--- config.mk ---
export PLATFORM = sky130hd
export DESIGN_NAME = encoder_accel_direction_filter
export DESIGN_NICKNAME = d
export VERILOG_FILES = /design/src/hw/rtl/eadf_pkg.sv /design/src/hw/rtl/eadf_mul.sv /design/src/hw/rtl/eadf_dirfilt.sv /design/src/hw/rtl/encoder_accel_direction_filter.sv
export SDC_FILE = /design/constraint.sdc
export NUM_CORES = 2
export LEC_CHECK = 0
export BUFFER_PORTS_ARGS = -buffer_cell sky130_fd_sc_hd__clkbuf_2
export CAP_MARGIN = 20
export CORE_MARGIN = 5
export CORE_UTILIZATION = 59
export DETAILED_ROUTE_END_ITERATION = 10
export PLACE_DENSITY = 0.84
export SYNTH_ARGS = -nofsm -noshare
export SYNTH_HDL_FRONTEND = slang
export SYNTH_SLANG_ARGS = --single-unit
--- constraint.sdc ---
create_clock -name clk_i -period 8.6 [get_ports clk_i]
set_input_delay 1.72 -clock clk_i [delete_from_list [all_inputs] [get_ports clk_i]]
set_output_delay 1.72 -clock clk_i [all_outputs]
set_load 0.01 [all_outputs]
--- src/hw/rtl/eadf_pkg.sv ---
// Package for the encoder acceleration and direction filter.
// Holds shared widths, constants, register indexes, the sequencer state type and the
// request struct used between the sequencer and the direction filter. No dependencies.
`default_nettype none

package eadf_pkg;

  // Field widths
  localparam int unsigned RAW_W    = 16;
  localparam int unsigned TIME_W   = 32;
  localparam int unsigned LIMIT_W  = 16;
  localparam int unsigned COEF_W   = 8;
  localparam int unsigned STEP_W   = 4;
  localparam int unsigned CFG_IDX_W  = 2;
  localparam int unsigned CFG_DATA_W = 16;
  localparam int unsigned S_DATA_W = 48;
  localparam int unsigned M_DATA_W = 8;

  // Shared multiplier operands: the line equation value needs 26 bits,
  // the interval or the raw count 17 bits, and the product 43 bits.
  localparam int unsigned MUL_A_W = 26;
  localparam int unsigned MUL_B_W = 17;
  localparam int unsigned PROD_W  = MUL_A_W + MUL_B_W;

  localparam int unsigned HISTORY_DEPTH_DEF = 4;
  localparam logic [TIME_W-1:0] IDLE_GAP_MS = 32'd50;

  // Magnitude at which a count is consumed, and the clamp bounds of a step
  localparam logic signed [RAW_W-1:0]  CONSUME_HI = 16'sd4;
  localparam logic signed [RAW_W-1:0]  CONSUME_LO = -16'sd4;
  localparam logic signed [PROD_W-1:0] STEP_HI = 43'sd4;
  localparam logic signed [PROD_W-1:0] STEP_LO = -43'sd4;

  // Reset values of the configuration registers
  localparam logic                      ACCEL_EN_RST = 1'b0;
  localparam logic [LIMIT_W-1:0]        FAST_LIMIT_RST = 16'd100;
  localparam logic signed [COEF_W-1:0]  SLOPE_RST = 8'sd1;
  localparam logic signed [COEF_W-1:0]  OFFSET_RST = 8'sd1;

  typedef enum logic [CFG_IDX_W-1:0] {
    CFG_ACCEL_EN   = 2'd0,
    CFG_FAST_LIMIT = 2'd1,
    CFG_SLOPE      = 2'd2,
    CFG_OFFSET     = 2'd3
  } cfg_idx_e;

  typedef enum logic [2:0] {
    ST_IDLE,
    ST_CHK,
    ST_MUL1,
    ST_OFS,
    ST_MUL2,
    ST_FIN
  } seq_state_e;

  typedef struct packed {
    logic              upd;
    logic              pos;
    logic [TIME_W-1:0] now;
  } dir_req_t;

endpackage

`default_nettype wire

--- src/hw/rtl/eadf_mul.sv ---
// Shared signed multiplier with a registered product.
// Depends on eadf_pkg for operand and product widths.
`default_nettype none

module eadf_mul (
  input  wire logic                                      clk_i,
  input  wire logic                                      en_i,
  input  wire logic signed [eadf_pkg::MUL_A_W-1:0]       a_i,
  input  wire logic signed [eadf_pkg::MUL_B_W-1:0]       b_i,
  output logic signed [eadf_pkg::PROD_W-1:0]             p_o
);

  logic signed [eadf_pkg::PROD_W-1:0] p_q;

  always_ff @(posedge clk_i) begin
    if (en_i) begin
      p_q <= a_i * b_i;
    end
  end

  assign p_o = p_q;

endmodule

`default_nettype wire

--- src/hw/rtl/eadf_dirfilt.sv ---
// Direction filter: direction history and time of the last turn.
// Depends on eadf_pkg for the request struct and the idle gap constant.
`default_nettype none

module eadf_dirfilt #(
  parameter int unsigned HistDepth = eadf_pkg::HISTORY_DEPTH_DEF
) (
  input  wire logic                clk_i,
  input  wire logic                rst_ni,
  input  wire eadf_pkg::dir_req_t  req_i,
  output logic                     send_o
);

  logic [eadf_pkg::TIME_W-1:0] last_turn_q, last_turn_d;
  logic [HistDepth-1:0]        hist_q, hist_d;
  logic [eadf_pkg::TIME_W-1:0] since_turn;
  logic                        gap;
  logic                        match;

  assign since_turn = req_i.now - last_turn_q;
  assign gap        = since_turn >= eadf_pkg::IDLE_GAP_MS;
  assign match      = hist_q == {HistDepth{req_i.pos}};
  assign send_o     = gap | match;

  // On a match every bit already equals the new sign, so shifting it in
  // leaves the history as it is; only an idle gap rewrites it.
  always_comb begin
    last_turn_d = last_turn_q;
    hist_d      = hist_q;
    if (req_i.upd) begin
      last_turn_d = req_i.now;
      if (gap) begin
        hist_d = {HistDepth{req_i.pos}};
      end
    end
  end

  always_ff @(posedge clk_i or negedge rst_ni) begin
    if (!rst_ni) begin
      last_turn_q <= '0;
      hist_q      <= '0;
    end else begin
      last_turn_q <= last_turn_d;
      hist_q      <= hist_d;
    end
  end

  a_turn_time: assert property (@(posedge clk_i) disable iff (!rst_ni)
    req_i.upd |=> last_turn_q == $past(req_i.now))
    else $error("last turn time not taken from the update");

  a_gap_fill: assert property (@(posedge clk_i) disable iff (!rst_ni)
    (req_i.upd && gap) |=> hist_q == {HistDepth{$past(req_i.pos)}})
    else $error("history not refilled after an idle gap");

  a_hold: assert property (@(posedge clk_i) disable iff (!rst_ni)
    (req_i.upd && !gap) |=> $stable(hist_q))
    else $error("history changed without an idle gap");

endmodule

`default_nettype wire

--- src/hw/rtl/encoder_accel_direction_filter.sv ---
// Top level of the encoder acceleration and direction filter: stream ports,
// configuration registers, sequencer and output register.
// Depends on eadf_pkg, eadf_mul and eadf_dirfilt.
//
//   Channel   Signals                               Fields (lowest bit up)
//   s_axis    s_axis_tvalid/tready/tdata[47:0]      raw_count[15:0], now_ms[47:16]
//   m_axis    m_axis_tvalid/tready/tdata[7:0]       consumed[0], send[1], step[5:2], 0
//   cfg       cfg_we_i, cfg_idx_i[1:0], cfg_data_i  0 accel_enable, 1 fast_interval_limit,
//                                                   2 accel_slope, 3 accel_offset
//
// An accepted item goes to the check state, then straight to the final state,
// which loads the output register, when no acceleration applies. When it
// does, the line equation and the scaled count each take one pass through the
// single shared multiplier, with the offset added in a state between them.
// The sequencer then returns to idle, in which the next item is taken.
// Ready is high only while the sequencer is idle; a finished result waits in
// the output register, so the next item is taken while it is still pending.
// A full output register that is not drained holds the sequencer in its
// final state. Reset clears the configuration to its defaults and the time
// and direction history to zero.
`default_nettype none

module encoder_accel_direction_filter #(
  parameter int unsigned HistoryDepth = eadf_pkg::HISTORY_DEPTH_DEF
) (
  input  wire logic                               clk_i,
  input  wire logic                               rst_ni,
  // raw_count [15:0], now_ms [47:16]
  input  wire logic [eadf_pkg::S_DATA_W-1:0]      s_axis_tdata,
  input  wire logic                               s_axis_tvalid,
  output logic                                    s_axis_tready,
  // consumed [0], send [1], step [5:2], zero [7:6]
  output logic [eadf_pkg::M_DATA_W-1:0]           m_axis_tdata,
  output logic                                    m_axis_tvalid,
  input  wire logic                               m_axis_tready,
  input  wire logic                               cfg_we_i,
  input  wire logic [eadf_pkg::CFG_IDX_W-1:0]     cfg_idx_i,
  input  wire logic [eadf_pkg::CFG_DATA_W-1:0]    cfg_data_i
);

  localparam int unsigned RawW  = eadf_pkg::RAW_W;
  localparam int unsigned TimeW = eadf_pkg::TIME_W;
  localparam int unsigned ProdW = eadf_pkg::PROD_W;
  localparam int unsigned AW    = eadf_pkg::MUL_A_W;
  localparam int unsigned BW    = eadf_pkg::MUL_B_W;
  localparam int unsigned StepW = eadf_pkg::STEP_W;

  // Configuration registers
  logic                                      accel_en_q;
  logic [eadf_pkg::LIMIT_W-1:0]              limit_q;
  logic signed [eadf_pkg::COEF_W-1:0]        slope_q;
  logic signed [eadf_pkg::COEF_W-1:0]        offset_q;

  always_ff @(posedge clk_i or negedge rst_ni) begin
    if (!rst_ni) begin
      accel_en_q <= eadf_pkg::ACCEL_EN_RST;
      limit_q    <= eadf_pkg::FAST_LIMIT_RST;
      slope_q    <= eadf_pkg::SLOPE_RST;
      offset_q   <= eadf_pkg::OFFSET_RST;
    end else if (cfg_we_i) begin
      unique case (eadf_pkg::cfg_idx_e'(cfg_idx_i))
        eadf_pkg::CFG_ACCEL_EN:   accel_en_q <= cfg_data_i[0];
        eadf_pkg::CFG_FAST_LIMIT: limit_q    <= cfg_data_i;
        eadf_pkg::CFG_SLOPE:      slope_q    <= cfg_data_i[eadf_pkg::COEF_W-1:0];
        eadf_pkg::CFG_OFFSET:     offset_q   <= cfg_data_i[eadf_pkg::COEF_W-1:0];
        default: ;
      endcase
    end
  end

  // Sequencer and working registers
  eadf_pkg::seq_state_e state_q, state_d;

  logic                       s_fire;
  logic signed [RawW-1:0]     raw_q;
  logic [TimeW-1:0]           now_q;
  logic [TimeW-1:0]           last_accel_q, last_accel_d;
  logic                       consumed_q, consumed_d;
  logic                       use_mul_q, use_mul_d;
  logic [eadf_pkg::LIMIT_W-1:0] rev_q, rev_d;
  logic signed [AW-1:0]       mult_q, mult_d;

  logic                       is_consumed;
  logic [TimeW-1:0]           interval;
  logic                       fast;

  logic                       mul_en;
  logic signed [AW-1:0]       mul_a;
  logic signed [BW-1:0]       mul_b;
  logic signed [ProdW-1:0]    prod;

  logic signed [ProdW-1:0]    v_sel;
  logic signed [ProdW-1:0]    v_bias;
  logic signed [ProdW-1:0]    v_quo;
  logic signed [StepW-1:0]    step_val;
  logic                       pos;
  logic                       send;
  eadf_pkg::dir_req_t         dir_req;

  logic                       out_load;
  logic                       out_valid_q, out_valid_d;
  logic                       out_consumed_q, out_send_q;
  logic signed [StepW-1:0]    out_step_q;

  assign s_axis_tready = state_q == eadf_pkg::ST_IDLE;
  assign s_fire        = s_axis_tvalid && s_axis_tready;

  // Consumption and interval check on the captured item
  assign is_consumed = (raw_q >= eadf_pkg::CONSUME_HI) || (raw_q <= eadf_pkg::CONSUME_LO);
  assign interval    = now_q - last_accel_q;
  assign fast        = interval < {{(TimeW - eadf_pkg::LIMIT_W){1'b0}}, limit_q};

  // Operand selection for the shared multiplier:
  // first pass slope * (limit - interval), second pass line value * count.
  always_comb begin
    mul_en = 1'b0;
    mul_a  = AW'(slope_q);
    mul_b  = {1'b0, rev_q};
    unique case (state_q)
      eadf_pkg::ST_MUL1: begin
        mul_en = 1'b1;
      end
      eadf_pkg::ST_MUL2: begin
        mul_en = 1'b1;
        mul_a  = mult_q;
        mul_b  = BW'(raw_q);
      end
      default: ;
    endcase
  end

  eadf_mul u_mul (
    .clk_i (clk_i),
    .en_i  (mul_en),
    .a_i   (mul_a),
    .b_i   (mul_b),
    .p_o   (prod)
  );

  // Divide by four truncating toward zero, then clamp
  always_comb begin
    v_sel  = use_mul_q ? prod : ProdW'(raw_q);
    v_bias = v_sel + (v_sel[ProdW-1] ? ProdW'(3) : ProdW'(0));
    v_quo  = v_bias >>> 2;
    if (v_quo > eadf_pkg::STEP_HI) begin
      step_val = StepW'(eadf_pkg::STEP_HI);
    end else if (v_quo < eadf_pkg::STEP_LO) begin
      step_val = StepW'(eadf_pkg::STEP_LO);
    end else begin
      step_val = v_quo[StepW-1:0];
    end
  end

  // A zero step counts as a negative direction
  assign pos = !step_val[StepW-1] && (step_val != '0);

  assign out_load = (state_q == eadf_pkg::ST_FIN) && (!out_valid_q || m_axis_tready);

  always_comb begin
    dir_req.upd = out_load && consumed_q;
    dir_req.pos = pos;
    dir_req.now = now_q;
  end

  eadf_dirfilt #(
    .HistDepth (HistoryDepth)
  ) u_dirfilt (
    .clk_i  (clk_i),
    .rst_ni (rst_ni),
    .req_i  (dir_req),
    .send_o (send)
  );

  always_comb begin
    state_d      = state_q;
    last_accel_d = last_accel_q;
    consumed_d   = consumed_q;
    use_mul_d    = use_mul_q;
    rev_d        = rev_q;
    mult_d       = mult_q;
    unique case (state_q)
      eadf_pkg::ST_IDLE: begin
        if (s_fire) begin
          state_d = eadf_pkg::ST_CHK;
        end
      end
      eadf_pkg::ST_CHK: begin
        consumed_d = is_consumed;
        use_mul_d  = 1'b0;
        rev_d      = limit_q - interval[eadf_pkg::LIMIT_W-1:0];
        if (is_consumed && accel_en_q) begin
          last_accel_d = now_q;
          use_mul_d    = fast;
        end
        state_d = (is_consumed && accel_en_q && fast) ? eadf_pkg::ST_MUL1
                                                      : eadf_pkg::ST_FIN;
      end
      eadf_pkg::ST_MUL1: begin
        state_d = eadf_pkg::ST_OFS;
      end
      eadf_pkg::ST_OFS: begin
        // add the offset to slope * (limit - interval)
        mult_d  = prod[AW-1:0] + AW'(offset_q);
        state_d = eadf_pkg::ST_MUL2;
      end
      eadf_pkg::ST_MUL2: begin
        state_d = eadf_pkg::ST_FIN;
      end
      eadf_pkg::ST_FIN: begin
        if (out_load) begin
          state_d = eadf_pkg::ST_IDLE;
        end
      end
      default: begin
        state_d = eadf_pkg::ST_IDLE;
      end
    endcase
  end

  always_ff @(posedge clk_i or negedge rst_ni) begin
    if (!rst_ni) begin
      state_q      <= eadf_pkg::ST_IDLE;
      last_accel_q <= '0;
      consumed_q   <= 1'b0;
      use_mul_q    <= 1'b0;
    end else begin
      state_q      <= state_d;
      last_accel_q <= last_accel_d;
      consumed_q   <= consumed_d;
      use_mul_q    <= use_mul_d;
    end
  end

  // Payload registers: capture the item, hold the line value
  always_ff @(posedge clk_i) begin
    if (s_fire) begin
      raw_q <= s_axis_tdata[RawW-1:0];
      now_q <= s_axis_tdata[RawW +: TimeW];
    end
    rev_q  <= rev_d;
    mult_q <= mult_d;
  end

  // Output register: drop the item once taken, reload from the final state
  always_comb begin
    out_valid_d = out_valid_q;
    if (m_axis_tready) begin
      out_valid_d = 1'b0;
    end
    if (out_load) begin
      out_valid_d = 1'b1;
    end
  end

  always_ff @(posedge clk_i or negedge rst_ni) begin
    if (!rst_ni) begin
      out_valid_q <= 1'b0;
    end else begin
      out_valid_q <= out_valid_d;
    end
  end

  // An unconsumed count yields all-zero fields
  always_ff @(posedge clk_i) begin
    if (out_load) begin
      out_consumed_q <= consumed_q;
      out_send_q     <= consumed_q && send;
      out_step_q     <= consumed_q ? step_val : '0;
    end
  end

  assign m_axis_tvalid = out_valid_q;
  assign m_axis_tdata  = {{(eadf_pkg::M_DATA_W - StepW - 2){1'b0}},
                          out_step_q, out_send_q, out_consumed_q};

  a_step_range: assert property (@(posedge clk_i) disable iff (!rst_ni)
    m_axis_tvalid |-> (out_step_q <= 4'sd4) && (out_step_q >= -4'sd4))
    else $error("step outside the clamp range");

  a_unconsumed_zero: assert property (@(posedge clk_i) disable iff (!rst_ni)
    (m_axis_tvalid && !out_consumed_q) |-> (!out_send_q && (out_step_q == '0)))
    else $error("unconsumed count produced a step");

  a_accept_check: assert property (@(posedge clk_i) disable iff (!rst_ni)
    s_fire |=> state_q == eadf_pkg::ST_CHK)
    else $error("accepted item not checked in the next cycle");

  a_accel_time: assert property (@(posedge clk_i) disable iff (!rst_ni)
    (state_q == eadf_pkg::ST_CHK && !(is_consumed && accel_en_q)) |=> $stable(last_accel_q))
    else $error("acceleration time changed without a consumed accelerated turn");

endmodule

`default_nettype wire

==> reports/qor.txt <==
synthesized instance count: 3406
TNS Setup: 0 ns
drt pass-1 iters: 7
Synth Area in Adders: 36.0%
hold depth: 2
FF-to-FF End: u_mul.p_o[42]
XOR/XNOR Fraction of Synth Area: 3.02%
min-delay src: last_accel_q[0]
Yosys cell types: 95
die footprint: 0.0588 mm2
HP Class: reg -> reg
Core Box Area: 0.0537 mm2
Fillers: 4272
area fraction of the dominant cell type after synthesis: 27.3%
max incr delay on CP: 0.55 ns
vias in the first global route: 26.4k
Final min period: 8.25 ns
max cap viols: 0
simple-gate share of the synthesized area: 14.1%
HPWL after detailed placement: 72.0 mm
n_diodes: 0
CTS H-Tree Depth: 1
CTS root buffer: clkbuf_16
final hold vios: 0
largest family of logic cells by synthesized area: adder cells
WP data arrival: 8.55 ns
Synth Area in Compound Gates: 11.1%
row cnt: 85
clk sink count: 243
Worst Hold End: last_accel_q[0]
average routed wire per standard cell: 21.2 um
RSZ-0062 raised after global routing: false
most frequent cells in the layout: inv_1 (636), fa_1 (434), nand2_1 (320)
ANT nets after route: 0
WL final: 88.8 mm
crit share post-route: 96.0%
io pins: 81
critical path class: reg -> reg
mux share of post-synthesis cell area: 5.60%
Synth-to-Final Area Change: 6.97%
CP required: 8.89 ns
utilization after layout: 63.5%
worst relative slew slack: 33.6%
Vias/cell: 6.08
r2r setup slk: 0.35 ns
worst skew pair latency: 0.55 ns
first-pass GRT wire length: 141 mm
R2R depth: 28
worst r2r src: state_q[1]
startpoint types: flop
YS warnings: 0
PortBufs: 78
Iter 0 DRT Violations: 2346
Slowest cell on crit path: fa_1
Clock transition at path regs: 0.07 ns
CP endpoint kind: flop
sequential area share after synthesis: 21.3%
Synth Flop Type: edfxtp_1
DRC: 0
Synth area leaders: fa_1 (27%), edfxtp_1 (13%), ha_1 (8.7%)
clk_skew: 0.0105 ns
Die H: 243 um
Post-synth EDFFs: 139
Hold Buf Count CTS: 0
final setup vio count: 0
f_max: 0.121 GHz
Worst Max-Slew Pin Slew: 0.987 ns
CTS Buf Count: 25
initial antenna violation count: 1
initial core utilization: 59.4%
Syn Std Cell Area: 0.0319 mm2
layout cell share with drive strength beyond 1: 10.4%
most common cell after layout, fill and taps aside: inv_1
post-synth top area cell: fa_1
Clock Path Buffers: 3
global placement routability congestion: 1.02
Max Fanout on Critical Path: 24
Seq cells post-synth: 243
largest net degree at the start of global routing: 64
TritonCTS clock tree: done
grt total ovfl: 0
status: finished, final reports clean
syn_area_per_cell: 9.37 um2
Overall Global Routing Usage: 30.1%
ys async rst share: 42.8%
Final Slew Violations: 0
Die X: 243 um
Layout Nets: 4205
routed vias: 25.5k
CP dominant cell by count: fa_1
[synthesized netlist by cell type (14+ instances only)]
| master | count |
|---|---|
| a211oi_1 | 17 |
| a31oi_1 | 21 |
| fa_1 | 435 |
| clkbuf_1 | 73 |
| and3_1 | 26 |
| nor3_1 | 46 |
| xor2_1 | 36 |
| mux2i_1 | 39 |
| mux2_2 | 124 |
| nand2_1 | 320 |
| nand3_1 | 52 |
| o21bai_1 | 14 |
| dfrtp_1 | 99 |
| nor2b_1 | 26 |
| ha_1 | 222 |
| a21o_1 | 72 |
| xnor2_1 | 74 |
| nand4_1 | 29 |
| o21ai_0 | 97 |
| a21oi_1 | 136 |
| edfxtp_1 | 139 |
| nand2b_1 | 17 |
| and2_1 | 24 |
| nor4_1 | 26 |
| o21a_1 | 25 |
| nor2_1 | 319 |
| inv_1 | 636 |
| nor3b_1 | 14 |
[cell families (layout without fill, tap and decap cells)]
group	count (synthesis)	in the layout
flip-flops	243	243
AND/OR/NAND/NOR	968	968
XOR/XNOR	110	110
adder cells (fa/ha/maj)	657	657
AO/OA/AOI/OAI	526	526
buffers and inverters	738	827
other	1	2
multiplexers	163	163
[per-stage QoR]
step / hold WS [ns] / cell area [um2] / instances / setup WS [ns]
floorplan: 0.454 / 31900 / 3407 / 0.146
global placement: 0.466 / 33300 / 4146 / 0.415
detailed placement: 0.478 / 33300 / 4146 / 0.246
CTS: 0.493 / 34100 / 4192 / 0.214
global route: 0.513 / 34100 / 4192 / 0.00191
finish: 0.485 / 34100 / 4192 / 0.347
[worst max-delay path, delay by kind of cell, from the launching register on]
family | cells | cell delay (ns)
DFF | 1 | 0.38
and+or+nand+nor | 5 | 1.20
AOI/OAI and AO/OA | 7 | 1.58
buffers and inverters | 7 | 1.01
xor gates and xnor gates | 1 | 0.09
adders and majority gates | 7 | 3.49
muxes | 1 | 0.23
[how the worst max path moves through the flow]
stage,cells after the start,from,endpoint,slack (ns)
6_report,28,state_q[1],u_mul.p_o[42],0.35
5_1_grt,28,state_q[1],u_mul.p_o[42],0.002
4_1_cts,28,state_q[1],u_mul.p_o[42],0.21
3_5_place_dp,28,state_q[1],u_mul.p_o[42],0.25
3_3_place_gp,28,state_q[1],u_mul.p_o[42],0.42
2_1_floorplan,29,state_q[2],u_mul.p_o[42],0.15
[flip-flops by register name, summed over array words and instances, names as in the netlist]
name                   count
m_axis_tvalid              1
out_consumed_q             1
u_dirfilt.last_turn_q     32
last_accel_q              32
now_q                     32
u_mul.p_o                 43
rev_q                     16
consumed_q                 1
use_mul_q                  1
mult_q                    26
out_send_q                 1
accel_en_q                 1
slope_q                    8
state_q                    3
raw_q                     16
limit_q                   16
out_step_q                 4
offset_q                   8
u_dirfilt.hist_q           1
[cell type report]
class	count	area [um2]	share of cell area, %
clock buffer	28	637	1.87
clock inverter	18	185	0.543
inverter	637	2390	7.01
multi-input combinational	2426	22400	65.5
sequential	243	6780	19.9
tap	696	871	2.55
timing repair buffer	144	901	2.64
[timing repair]
action / in CTS / in global routing
setup buffers: 0 / 0
resized for setup: 0 / 8
endpoints found under the setup margin: 0 / 5
[layer usage]
| metal | GRT usage, % | share of wire [%] |
|---|---|---|
| met3 | 5.74 | 9.2 |
| met1 | 37.6 | 37 |
| met4 | 14.8 | 6.3 |
| met2 | 50.5 | 47 |
| met5 | 0.245 | 0.015 |
Power is not shown: default switching activity piles up to over one toggle a cycle in this logic, so the estimate is an artifact.
